`src/hdl/sm4_pkg.sv`:
```
`timescale 1ns / 1ps
// ----------------------------------------------------------------------------
// sm4_pkg
// Shared types, constants and helper functions for the SM4 block cipher core.
// ----------------------------------------------------------------------------
package sm4_pkg;

  // Configuration register indexes
  localparam int unsigned CFG_IDX_W = 2;
  localparam logic [CFG_IDX_W-1:0] REG_KEY_HIGH = 2'd0;
  localparam logic [CFG_IDX_W-1:0] REG_KEY_LOW  = 2'd1;

  // Round count and round index width
  localparam int unsigned ROUNDS  = 32;
  localparam int unsigned RND_W   = 5;

  // Family key FK0..FK3, FK0 in the top word
  localparam logic [127:0] FAMILY_KEY = 128'ha3b1bac6_56aa3350_677d9197_b27022dc;

  typedef struct packed {
    logic        kind;
    logic [63:0] block_high;
    logic [63:0] block_low;
  } sm4_in_t;

  typedef struct packed {
    logic [63:0] result_high;
    logic [63:0] result_low;
  } sm4_out_t;

  typedef enum logic [2:0] {
    ST_IDLE,
    ST_KEY_LOAD,
    ST_EXPAND,
    ST_LOAD,
    ST_CRYPT
  } sm4_state_t;

  localparam logic [7:0] SBOX [256] = '{
    8'hd6, 8'h90, 8'he9, 8'hfe, 8'hcc, 8'he1, 8'h3d, 8'hb7,
    8'h16, 8'hb6, 8'h14, 8'hc2, 8'h28, 8'hfb, 8'h2c, 8'h05,
    8'h2b, 8'h67, 8'h9a, 8'h76, 8'h2a, 8'hbe, 8'h04, 8'hc3,
    8'haa, 8'h44, 8'h13, 8'h26, 8'h49, 8'h86, 8'h06, 8'h99,
    8'h9c, 8'h42, 8'h50, 8'hf4, 8'h91, 8'hef, 8'h98, 8'h7a,
    8'h33, 8'h54, 8'h0b, 8'h43, 8'hed, 8'hcf, 8'hac, 8'h62,
    8'he4, 8'hb3, 8'h1c, 8'ha9, 8'hc9, 8'h08, 8'he8, 8'h95,
    8'h80, 8'hdf, 8'h94, 8'hfa, 8'h75, 8'h8f, 8'h3f, 8'ha6,
    8'h47, 8'h07, 8'ha7, 8'hfc, 8'hf3, 8'h73, 8'h17, 8'hba,
    8'h83, 8'h59, 8'h3c, 8'h19, 8'he6, 8'h85, 8'h4f, 8'ha8,
    8'h68, 8'h6b, 8'h81, 8'hb2, 8'h71, 8'h64, 8'hda, 8'h8b,
    8'hf8, 8'heb, 8'h0f, 8'h4b, 8'h70, 8'h56, 8'h9d, 8'h35,
    8'h1e, 8'h24, 8'h0e, 8'h5e, 8'h63, 8'h58, 8'hd1, 8'ha2,
    8'h25, 8'h22, 8'h7c, 8'h3b, 8'h01, 8'h21, 8'h78, 8'h87,
    8'hd4, 8'h00, 8'h46, 8'h57, 8'h9f, 8'hd3, 8'h27, 8'h52,
    8'h4c, 8'h36, 8'h02, 8'he7, 8'ha0, 8'hc4, 8'hc8, 8'h9e,
    8'hea, 8'hbf, 8'h8a, 8'hd2, 8'h40, 8'hc7, 8'h38, 8'hb5,
    8'ha3, 8'hf7, 8'hf2, 8'hce, 8'hf9, 8'h61, 8'h15, 8'ha1,
    8'he0, 8'hae, 8'h5d, 8'ha4, 8'h9b, 8'h34, 8'h1a, 8'h55,
    8'had, 8'h93, 8'h32, 8'h30, 8'hf5, 8'h8c, 8'hb1, 8'he3,
    8'h1d, 8'hf6, 8'he2, 8'h2e, 8'h82, 8'h66, 8'hca, 8'h60,
    8'hc0, 8'h29, 8'h23, 8'hab, 8'h0d, 8'h53, 8'h4e, 8'h6f,
    8'hd5, 8'hdb, 8'h37, 8'h45, 8'hde, 8'hfd, 8'h8e, 8'h2f,
    8'h03, 8'hff, 8'h6a, 8'h72, 8'h6d, 8'h6c, 8'h5b, 8'h51,
    8'h8d, 8'h1b, 8'haf, 8'h92, 8'hbb, 8'hdd, 8'hbc, 8'h7f,
    8'h11, 8'hd9, 8'h5c, 8'h41, 8'h1f, 8'h10, 8'h5a, 8'hd8,
    8'h0a, 8'hc1, 8'h31, 8'h88, 8'ha5, 8'hcd, 8'h7b, 8'hbd,
    8'h2d, 8'h74, 8'hd0, 8'h12, 8'hb8, 8'he5, 8'hb4, 8'hb0,
    8'h89, 8'h69, 8'h97, 8'h4a, 8'h0c, 8'h96, 8'h77, 8'h7e,
    8'h65, 8'hb9, 8'hf1, 8'h09, 8'hc5, 8'h6e, 8'hc6, 8'h84,
    8'h18, 8'hf0, 8'h7d, 8'hec, 8'h3a, 8'hdc, 8'h4d, 8'h20,
    8'h79, 8'hee, 8'h5f, 8'h3e, 8'hd7, 8'hcb, 8'h39, 8'h48
  };

  // Apply the S-box to each byte of a word
  function automatic logic [31:0] sub_word(input logic [31:0] w);
    return {SBOX[w[31:24]], SBOX[w[23:16]], SBOX[w[15:8]], SBOX[w[7:0]]};
  endfunction

  // Rotate a word left by a fixed amount
  function automatic logic [31:0] rotl(input logic [31:0] w, input int unsigned n);
    return (w << n) | (w >> (32 - n));
  endfunction

  // CK word for a round: byte j is (4r + j) * 7 mod 256, byte 0 on top
  function automatic logic [31:0] ck_word(input logic [RND_W-1:0] r);
    logic [31:0] w;
    logic [7:0]  idx;
    w = '0;
    for (int j = 0; j < 4; j++) begin
      idx = {1'b0, r, 2'b00} + 8'(j);
      w   = {w[23:0], 8'(idx * 8'd7)};
    end
    return w;
  endfunction

endpackage

```
`src/hdl/sm4_rk_mem.sv`:
```
`timescale 1ns / 1ps
// ----------------------------------------------------------------------------
// sm4_rk_mem
// Round key store: 32 words, one write port, one registered read port.
// ----------------------------------------------------------------------------
module sm4_rk_mem (
  input  logic                      clk,
  input  logic                      we,
  input  logic [sm4_pkg::RND_W-1:0] waddr,
  input  logic [31:0]               wdata,
  input  logic [sm4_pkg::RND_W-1:0] raddr,
  output logic [31:0]               rdata
);
  import sm4_pkg::*;

  logic [31:0] mem [ROUNDS];

  // Write one round key
  always_ff @(posedge clk) begin
    if (we) begin
      mem[waddr] <= wdata;
    end
  end

  // Register the read data
  always_ff @(posedge clk) begin
    rdata <= mem[raddr];
  end

endmodule

```
`src/hdl/sm4_round.sv`:
```
`timescale 1ns / 1ps
// ----------------------------------------------------------------------------
// sm4_round
// Shared round function for both key schedule and data rounds:
// next word = w0 ^ L(tau(w1 ^ w2 ^ w3 ^ mix)).
// ----------------------------------------------------------------------------
module sm4_round (
  input  logic [127:0] work,
  input  logic [31:0]  mix,
  input  logic         sched,
  output logic [31:0]  next_word
);
  import sm4_pkg::*;

  logic [31:0] t_in;
  logic [31:0] s;
  logic [31:0] l_data;
  logic [31:0] l_key;

  // Fold the three lower words with the round key or constant
  assign t_in = work[95:64] ^ work[63:32] ^ work[31:0] ^ mix;
  assign s    = sub_word(t_in);

  // Linear maps: data rounds and key schedule
  assign l_data = s ^ rotl(s, 2) ^ rotl(s, 10) ^ rotl(s, 18) ^ rotl(s, 24);
  assign l_key  = s ^ rotl(s, 13) ^ rotl(s, 23);

  assign next_word = work[127:96] ^ (sched ? l_key : l_data);

endmodule

```
`src/hdl/sm4_block_cipher_top.sv`:
```
`timescale 1ns / 1ps
// ----------------------------------------------------------------------------
// sm4_block_cipher_top
// SM4 128-bit block cipher, ECB, one round per cycle on a shared round unit.
// ----------------------------------------------------------------------------
// A block is taken when start is high and busy is low. With round keys in
// place, a load state takes the block and prefetches the first round key,
// then 32 rounds run through the shared round unit (each round reads one
// key from the round key store), and done is then high for exactly one
// cycle with the result. The receiver cannot stall; capture result whenever
// done is high. A write to key_high or key_low starts a key expansion (load
// plus 32 schedule rounds on the same unit); cfg_ready stays low and busy
// stays high meanwhile. The first block after reset, before any key write,
// first expands the all-zero key, so it takes longer by that expansion. A
// new block may be started in the cycle done is high.
// ----------------------------------------------------------------------------
module sm4_block_cipher_top (
  input  logic                          clk,
  input  logic                          rst,
  input  logic                          start,
  output logic                          busy,
  input  sm4_pkg::sm4_in_t              item,
  output logic                          done,
  output sm4_pkg::sm4_out_t             result,
  input  logic                          cfg_valid,
  output logic                          cfg_ready,
  input  logic [sm4_pkg::CFG_IDX_W-1:0] cfg_index,
  input  logic [63:0]                   cfg_data
);
  import sm4_pkg::*;

  sm4_state_t       state;
  sm4_state_t       state_next;
  logic [63:0]      key_high;
  logic [63:0]      key_low;
  logic             keys_ready;
  logic             pend;
  sm4_in_t          blk;
  logic [127:0]     work;
  logic [RND_W-1:0] rnd;
  logic             last;
  logic             start_acc;
  logic             cfg_acc;
  logic             key_write;
  logic             sched;
  logic             rk_we;
  logic [RND_W-1:0] rd_rnd;
  logic [RND_W-1:0] rd_addr;
  logic [31:0]      rk;
  logic [31:0]      mix;
  logic [31:0]      next_word;

  assign last      = &rnd;
  assign start_acc = start && !busy;
  assign cfg_acc   = cfg_valid && cfg_ready;
  assign key_write = cfg_index inside {REG_KEY_HIGH, REG_KEY_LOW};

  // Next state
  always_comb begin
    state_next = state;
    case (state)
      ST_IDLE: begin
        if (start) begin
          state_next = keys_ready ? ST_LOAD : ST_KEY_LOAD;
        end else if (cfg_valid && key_write) begin
          state_next = ST_KEY_LOAD;
        end
      end
      ST_KEY_LOAD: state_next = ST_EXPAND;
      ST_EXPAND: begin
        if (last) begin
          state_next = pend ? ST_LOAD : ST_IDLE;
        end
      end
      ST_LOAD:  state_next = ST_CRYPT;
      ST_CRYPT: begin
        if (last) begin
          state_next = ST_IDLE;
        end
      end
      default:  state_next = ST_IDLE;
    endcase
  end

  // Decoded controls
  always_comb begin
    busy      = 1'b1;
    cfg_ready = 1'b0;
    sched     = 1'b0;
    rk_we     = 1'b0;
    case (state)
      ST_IDLE: begin
        busy      = 1'b0;
        cfg_ready = !start;
      end
      ST_EXPAND: begin
        sched = 1'b1;
        rk_we = 1'b1;
      end
      default: begin
        sched = 1'b0;
      end
    endcase
  end

  // Round key fetch: one round ahead, reversed order for decrypt
  assign rd_rnd  = (state == ST_LOAD) ? '0 : rnd + RND_W'(1);
  assign rd_addr = blk.kind ? ~rd_rnd : rd_rnd;
  assign mix     = sched ? ck_word(rnd) : rk;

  sm4_round u_round (
    .work      (work),
    .mix       (mix),
    .sched     (sched),
    .next_word (next_word)
  );

  sm4_rk_mem u_rk_mem (
    .clk   (clk),
    .we    (rk_we),
    .waddr (rnd),
    .wdata (next_word),
    .raddr (rd_addr),
    .rdata (rk)
  );

  // Control registers
  always_ff @(posedge clk) begin
    if (rst) begin
      state      <= ST_IDLE;
      key_high   <= '0;
      key_low    <= '0;
      keys_ready <= 1'b0;
      pend       <= 1'b0;
      done       <= 1'b0;
      rnd        <= '0;
    end else begin
      state <= state_next;
      done  <= (state == ST_CRYPT) && last;
      if (state == ST_IDLE) begin
        pend <= start;
      end
      // Take a key register transfer
      if (cfg_acc && cfg_index == REG_KEY_HIGH) begin
        key_high <= cfg_data;
      end
      if (cfg_acc && cfg_index == REG_KEY_LOW) begin
        key_low <= cfg_data;
      end
      if (state == ST_EXPAND && last) begin
        keys_ready <= 1'b1;
      end
      // Advance the round counter, restart on each load
      if (state == ST_EXPAND || state == ST_CRYPT) begin
        rnd <= rnd + RND_W'(1);
      end else begin
        rnd <= '0;
      end
    end
  end

  // Datapath registers
  always_ff @(posedge clk) begin
    if (start_acc) begin
      blk <= item;
    end
    case (state)
      ST_KEY_LOAD: work <= {key_high, key_low} ^ FAMILY_KEY;
      ST_LOAD:     work <= {blk.block_high, blk.block_low};
      ST_EXPAND,
      ST_CRYPT:    work <= {work[95:0], next_word};
      default:     work <= work;
    endcase
    // Capture the word-reversed final state
    if (state == ST_CRYPT && last) begin
      result.result_high <= {next_word, work[31:0]};
      result.result_low  <= {work[63:32], work[95:64]};
    end
  end

endmodule

```
`config.mk`:
```
export PLATFORM = sky130hd
export DESIGN_NAME = sm4_block_cipher_top
export DESIGN_NICKNAME = d
export VERILOG_FILES = /design/src/hdl/sm4_pkg.sv /design/src/hdl/sm4_rk_mem.sv /design/src/hdl/sm4_round.sv /design/src/hdl/sm4_block_cipher_top.sv
export SDC_FILE = /design/constraint.sdc
export NUM_CORES = 2
export LEC_CHECK = 0
export BUFFER_PORTS_ARGS = -buffer_cell sky130_fd_sc_hd__buf_4
export CORE_ASPECT_RATIO = 1.75
export CORE_UTILIZATION = 29
export DETAILED_ROUTE_END_ITERATION = 10
export PLACE_DENSITY = 0.52
export SYNTH_ARGS = -nofsm -noshare
export SYNTH_HDL_FRONTEND = slang
export SYNTH_SLANG_ARGS = --single-unit
```
`constraint.sdc`:
```
create_clock -name clk -period 18.01 [get_ports clk]
set_input_delay 1.801 -clock clk [delete_from_list [all_inputs] [get_ports clk]]
set_output_delay 1.801 -clock clk [all_outputs]
set_load 0.05 [all_outputs]
```
== Yosys cells after proc, flatten, opt, wreduce, memory -nomap -nowiden ==
Memory sizes are Yosys's and may differ from the RTL's. A register that Yosys moved wholly into a read port is not among the register bits.
Index checks and enable logic that the tools add are counted.
Word-level totals
  flip-flop bits (word level): 524
  memories: 5
  output and inout port bits: 131
  memory bits (read-only): 8192
  RAM bits: 1024
  input bits: 199
  logic and storage cells: 103
Memory list
  (name not given): depth 256, bits a word 8, rd ports 1, clocked after memory_dff 0, write ports 0, line sm4_pkg.sv:76  | return {SBOX[w[31:24]], SBOX[w[23:16]], SBOX[w[15:8]], SBOX[w[7:0]]};
  (name not given): depth 256, bits a word 8, rd ports 1, clocked after memory_dff 0, write ports 0, line sm4_pkg.sv:76
  (name not given): depth 256, bits a word 8, rd ports 1, clocked after memory_dff 0, write ports 0, line sm4_pkg.sv:76
  (name not given): depth 256, bits a word 8, rd ports 1, clocked after memory_dff 0, write ports 0, line sm4_pkg.sv:76
  u_rk_mem.mem: depth 32, bits a word 32, rd ports 1, clocked after memory_dff 1, write ports 1, line sm4_rk_mem.sv:16  | logic [31:0] mem [ROUNDS];
Operators by class
  eq/ne operators: 8
  reductions and logical operators: 17
  order comparisons: 4
  multiply operators: 4
  bitwise gates (word level): 23
  mux-type cells: 25
  $add $sub $neg: 4
Operators by type and width (number)
  128-bit case mux with 3 select lines: 1
  32-bit bitwise XOR: 10
  32-bit 2-to-1 mux: 2
  8-bit 2-to-1 mux: 8
  64-bit inverter: 1
  9-bit greater-or-equal comparator (second input constant): 4
  8-bit inverter with 9-bit output: 4
  32-bit by 10-bit bitwise OR with 32-bit output: 1
  32-bit by 13-bit bitwise OR with 32-bit output: 1
  32-bit by 18-bit bitwise OR with 32-bit output: 1
  32-bit by 2-bit bitwise OR with 32-bit output: 1
  32-bit by 23-bit bitwise OR with 32-bit output: 1
  32-bit by 24-bit bitwise OR with 32-bit output: 1
  8-bit by 3-bit multiplier with 8-bit output (second input constant): 3
  7-bit by 2-bit adder with 8-bit output (second input constant): 2
  3-bit case mux with 5 select lines: 1
  3-bit 2-to-1 mux: 4
  5-bit 2-to-1 mux: 2
  7-bit by 1-bit adder with 8-bit output (second input constant): 1
  1-bit logical AND: 7
  3-bit by 2-bit == test with 1-bit output (second input constant): 2
  5-bit by 3-bit multiplier with 6-bit output (second input constant): 1
  5-bit by 1-bit adder with 5-bit output (second input constant): 1
  1-bit 2-to-1 mux: 5
  17 further kinds: 20

== Logic depth before layout (Yosys ltp) ==
  word-level depth: 16
  gate-level depth with buffers: 24
  mapped depth without buffers: 17

== By module ==
Synthesis repeated with hierarchy kept, for this count alone.
Second synthesis, totals
  cell total of the unflattened synthesis: 6200
  area total of the unflattened synthesis: 77526.9 um^2
Modules (own cells, without submodules)
  sm4_rk_mem: cells an instance 2260, instances 1, area an instance 40485.1 um^2
  sm4_block_cipher_top: cells an instance 1376, instances 1, area an instance 20551.0 um^2
  sm4_round: cells an instance 2564, instances 1, area an instance 16490.8 um^2

== Least setup slack after synthesis ==
OpenSTA, ideal clock, no wires.
  kind: reg-to-reg
  start point: register state[0]
  end point: register work[0] (enable)
  stages on the path, launching flop included: 4
  path slack: 10.265 ns
  data required time: 17.337 ns
  arrival: 7.072 ns
  path through: dfxtp_1 -> buf_2 -> nor2_1 -> xnor2_1
Between the ends
  word-level cells in the longest chain between the ends: 3
Ends and longest elaborated chain
  from (decl): line sm4_block_cipher_top.sv:32  | sm4_state_t state;
  from (signal assigned): line sm4_block_cipher_top.sv:138  | state <= state_next;
  3-bit == test or 3-bit by 2-bit == test with 1-bit output (tied branches): line sm4_block_cipher_top.sv:167  | case (state)
  2-bit OR reduction: line sm4_block_cipher_top.sv:167
  3-bit nonzero test (no line) *
  to (signal assigned): line sm4_block_cipher_top.sv:168  | ST_KEY_LOAD: work <= {key_high, key_low} ^ FAMILY_KEY;
  to (signal assigned): line sm4_block_cipher_top.sv:169  | ST_LOAD: work <= {blk.block_high, blk.block_low};
  to (signal assigned): line sm4_block_cipher_top.sv:171  | ST_CRYPT: work <= {work[95:0], next_word};
  to (decl): line sm4_block_cipher_top.sv:39  | logic [127:0] work;
Every way passes the cells marked *; elsewhere a longest branch is shown, timed or not.
A chain may end at the register's enable or synchronous reset.

== Final worst setup path ==
  start point: register state[1]
  end point: register work[9] (data pin)
Between the ends
  word-level cells in the longest chain between the ends: 16
Ends and longest elaborated chain
  3-bit by 2-bit == test with 1-bit output *: line sm4_block_cipher_top.sv:91  | case (state)
  1-bit 2-to-1 mux *: line sm4_block_cipher_top.sv:91
  32-bit 2-to-1 mux: line sm4_block_cipher_top.sv:109  | assign mix = sched ? ck_word(rnd) : rk;
  32-bit bitwise XOR: line sm4_round.sv:21  | assign t_in = work[95:64] ^ work[63:32] ^ work[31:0] ^ mix;
  8-bit inverter with 9-bit output (implied by the code): line sm4_pkg.sv:76
  memory read 256 x 8 bit
  8-bit 2-to-1 mux (implied by the code) (2 in series): line sm4_pkg.sv:76
  32-bit by 2-bit bitwise OR with 32-bit output: line sm4_pkg.sv:81  | return (w << n) | (w >> (32 - n));
  32-bit bitwise XOR (4 in series): line sm4_round.sv:25  | assign l_data = s ^ rotl(s, 2) ^ rotl(s, 10) ^ rotl(s, 18) ^ rotl(s, 24);
  32-bit 2-to-1 mux *: line sm4_round.sv:28  | assign next_word = work[127:96] ^ (sched ? l_key : l_data);
  32-bit bitwise XOR *: line sm4_round.sv:28
  net next_word[9]: line sm4_block_cipher_top.sv:51  | logic [31:0] next_word;
  128-bit case mux with 3 select lines *: line sm4_block_cipher_top.sv:167
Mark *: on every way through the listed nets, which the timed path passes. The rest lies on a longest branch. The select of a mux whose other input is x is not followed.

==> summary.md <==
| Metric | Value |
|---|---|
| Post-CTS sizing | `0` |
| Total wire length | `between 300 and 400 mm` |
| Max-slew headroom | `-0.0175` |
| Met1 GRT Util | `0.266` |
| Worst hold path class | `register to register` |
| Clock Sinks | `about 1600` |
| First-pass GRT wire length | `roughly 430 mm` |
| Syn_nets | `around 5800` |
| Syn Inst Count | `between 5000 and 6000` |
| Initial DRC Count | `6231` |
| Async S/R FF share, synth | `0` |
| Starting Density | `0.292` |
| FMAX | `between 0.1 and 0.15 GHz` |
| Distinct cell type count after synthesis | `approximately 110` |
| Synthesized cell area | `around 75000 um2` |
| IO buf count | `329` |
| GR Util met2 | `0.402` |
| Largest stage delay, worst path | `approximately 1.2 ns` |
| # Max-Cap Violations | `0` |
| Hold Buf Count CTS | `0` |
| Failing checks | `max-slew violations` |
| Die area | `between 200000 and 300000 um2` |
| Die Span X | `between 300 and 400 um` |
| Clock Skew | `slightly above 0.06 ns` |
| Final-report setup violation count | `0` |
| # rows | `roughly 250` |
| Slew @ Worst Pin | `about 1.5 ns` |
| Initial antenna violation count | `19` |
| DRC violations left | `0` |
| Top delay family on crit path | `buffers and inverters` |
| Worst-path maximum fanout | `48` |
| Clock transition at the registers of the reported paths | `roughly 0.070 ns` |
| Fin crit share | `0.477` |
| Most common cell on crit path | `buf_4` |
| Worst skew pair latency | `~0.84 ns` |
| ANT nets after route | `0` |
| Drt first pass iters | `7` |
| Register area share after synthesis | `0.606` |
| Synth warn | `0` |
| FF+latch count, synth | `approximately 1600` |
| Setup Buffers After CTS | `0` |
| Grt total ovfl | `0` |
| Share of the synthesized area in the top cell type | `0.561` |
| Post-detail-place hpwl | `between 200 and 250 mm` |
| Layout Nets | `5989` |
| Crit start category | `register` |
| # fillers | `around 25000` |
| Post-synth EDFFs | `between 1000 and 1500` |
| Area contributors post-synth | `edfxtp_1 56%, mux4_2 10%, dfxtp_1 4.5%, nand2_1 3.2%, a21oi_1 2.3%` |
| Most frequent cell after synthesis | `edfxtp_1` |
| Final min period | `8.59 ns` |
| Clock buffer depth | `4` |
| Post-synth top cells | `1409 x edfxtp_1, 641 x nand2_1, 345 x a21oi_1` |
| GRT met3 Usage | `0.0385` |
| Die height | `677 um` |
| Vias | `roughly 54000` |
| Layout cell share with drive strength beyond 1 | `0.216` |
| Largest net degree at the start of global routing | `131` |
| GRT Max-Usage Layer | `met2` |
| Slowest cell on the critical path | `a221oi_1` |
| IO Pins | `330` |
| Area delta synth->final | `15.8%` |
| RSZ-0062 raised after global routing | `no` |
| Gp weighted congestion | `slightly above 1` |
| Vias in the first global route | `between 50000 and 60000` |
| Final hold violation count | `0` |
| Core area | `~260000 um2` |
| TritonCTS buffer count | `around 150` |
| Root buf cell | `clkbuf_16` |
| CP Data Required Time | `18.58 ns` |
| Overall Global Routing Usage | `0.231` |
| Slew Limit Fails | `1` |
| WP data arrival | `just over 9 ns` |
| Syn_area_per_cell | `between 10 and 15 um2` |
| Critical Path, Cell by Cell | `nor3b_4 -> buf_4 -> nor2_1 -> xor2_2 -> buf_4 -> inv_1 -> buf_4 -> ha_1 -> inv_1 -> mux2i_1 -> a221oi_1 -> a211oi_1 -> nor4_1 -> a311oi_2 -> xnor2_1 -> xnor3_1 -> mux2i_1 -> xnor2_2 -> buf_4 -> a221o_1` |
| Critical path capture point type | `register` |
| Avg Vias per Cell | `just under 6` |
| Largest area contributor in the netlist | `edfxtp_1` |
| Main synth FF type | `edfxtp_1` |
| Outcome | `complete, but fails checks` |
| CTS tree | `built` |
| Crit path buffers/inverters | `6` |
| Fin Setup TNS | `0 ns` |
| Crit Path Class | `register to register` |
| Clock H-tree levels | `4` |
| DR WL/cell | `between 30 and 40 um` |
[final timing paths]
kind / from / to / slack (ns) / depth (start not counted)
worst min register to register: key_high[6] / key_high[6] / 0.45 / 2
worst min-delay path: key_high[6] / key_high[6] / 0.45 / 2
worst max-delay path: state[1] / work[9] / 9.42 / 20
worst max register to register: state[1] / work[9] / 9.42 / 20
[layout by cell type, fill, tap and decap left out, drive strengths merged, types with 108 or more instances in the layout]
cell type	synthesis	layout
edfxtp	1409	1409
nand2	642	642
buf	193	505
a21oi	346	346
mux4	338	338
nor2	258	258
o21ai	241	241
clkbuf	261	194
dfxtp	171	171
xnor2	133	133
xor2	110	110
a22oi	108	108
[per-stage QoR]
stage	setup slack (ns)	utilization	cells	instance area (um2)	hold slack [ns]
3_5_place_dp	9.88	0.319	8932	82500	0.444
4_1_cts	9.81	0.338	9198	87400	0.452
6_report	9.42	0.338	9202	87400	0.451
2_1_floorplan	10.26	-	5519	75500	0.433
5_1_grt	9.14	0.338	9200	87400	0.463
3_3_place_gp	9.93	0.319	8931	82500	0.438
[area by class of cell]
class / instances / area, um2 / area share
multi-input cells: 3436 / 28600 / 0.327
clock inverters: 72 / 676 / 0.00773
well taps: 3361 / 4210 / 0.0481
repair buffers: 506 / 3840 / 0.0440
diodes: 4 / 10.0 / 0.000115
inverters: 49 / 184 / 0.00211
flip-flops and latches: 1580 / 45700 / 0.523
clock buffers: 194 / 4140 / 0.0474
[cell families (layout without fill, tap and decap cells)]
| logic type | count (synthesis) | count (layout) | share of synthesized area |
|---|---|---|---|
| flip-flops | 1580 | 1580 | 0.606 |
| AO/OA/AOI/OAI | 1370 | 1370 | 0.126 |
| AND/OR/NAND/NOR | 1259 | 1259 | 0.0726 |
| buffers and inverters | 503 | 821 | 0.0279 |
| multiplexers | 474 | 474 | 0.120 |
| XOR/XNOR | 267 | 267 | 0.0365 |
| adder cells (fa/ha/maj) | 66 | 66 | 0.0117 |
| other | 0 | 4 | 0 |
[worst reg2reg max path, delay by kind of cell (launching register included)]
kind            cells  cell delay (ns)
fa+ha+maj           1             0.45
xor+xnor            4             1.19
compound gates      4             1.88
simple gates        3             1.39
buf+inv             6             2.22
flops               1             0.52
mux                 2             0.69
[flip-flops by register name (all words and copies together) (netlist names)]
register and cells:
blk 129, state 3, key_high 64, key_low 64
work 128, keys_ready 1, u_rk_mem.mem 1024, u_rk_mem.rdata 32
done 1, rnd 5, pend 1, result 128
[routing by layer]
layer | share of wire | vias to the layer above | routed length [um]
li1 | - | 22159 | -
met1 | 0.36 | 27647 | 113000
met2 | 0.50 | 2974 | 156000
met3 | 0.070 | 834 | 22100
met4 | 0.071 | 10 | 22200
met5 | 0.00023 | - | 71
Power is not shown: default switching activity piles up to over one toggle a cycle in this logic, so the estimate is an artifact.
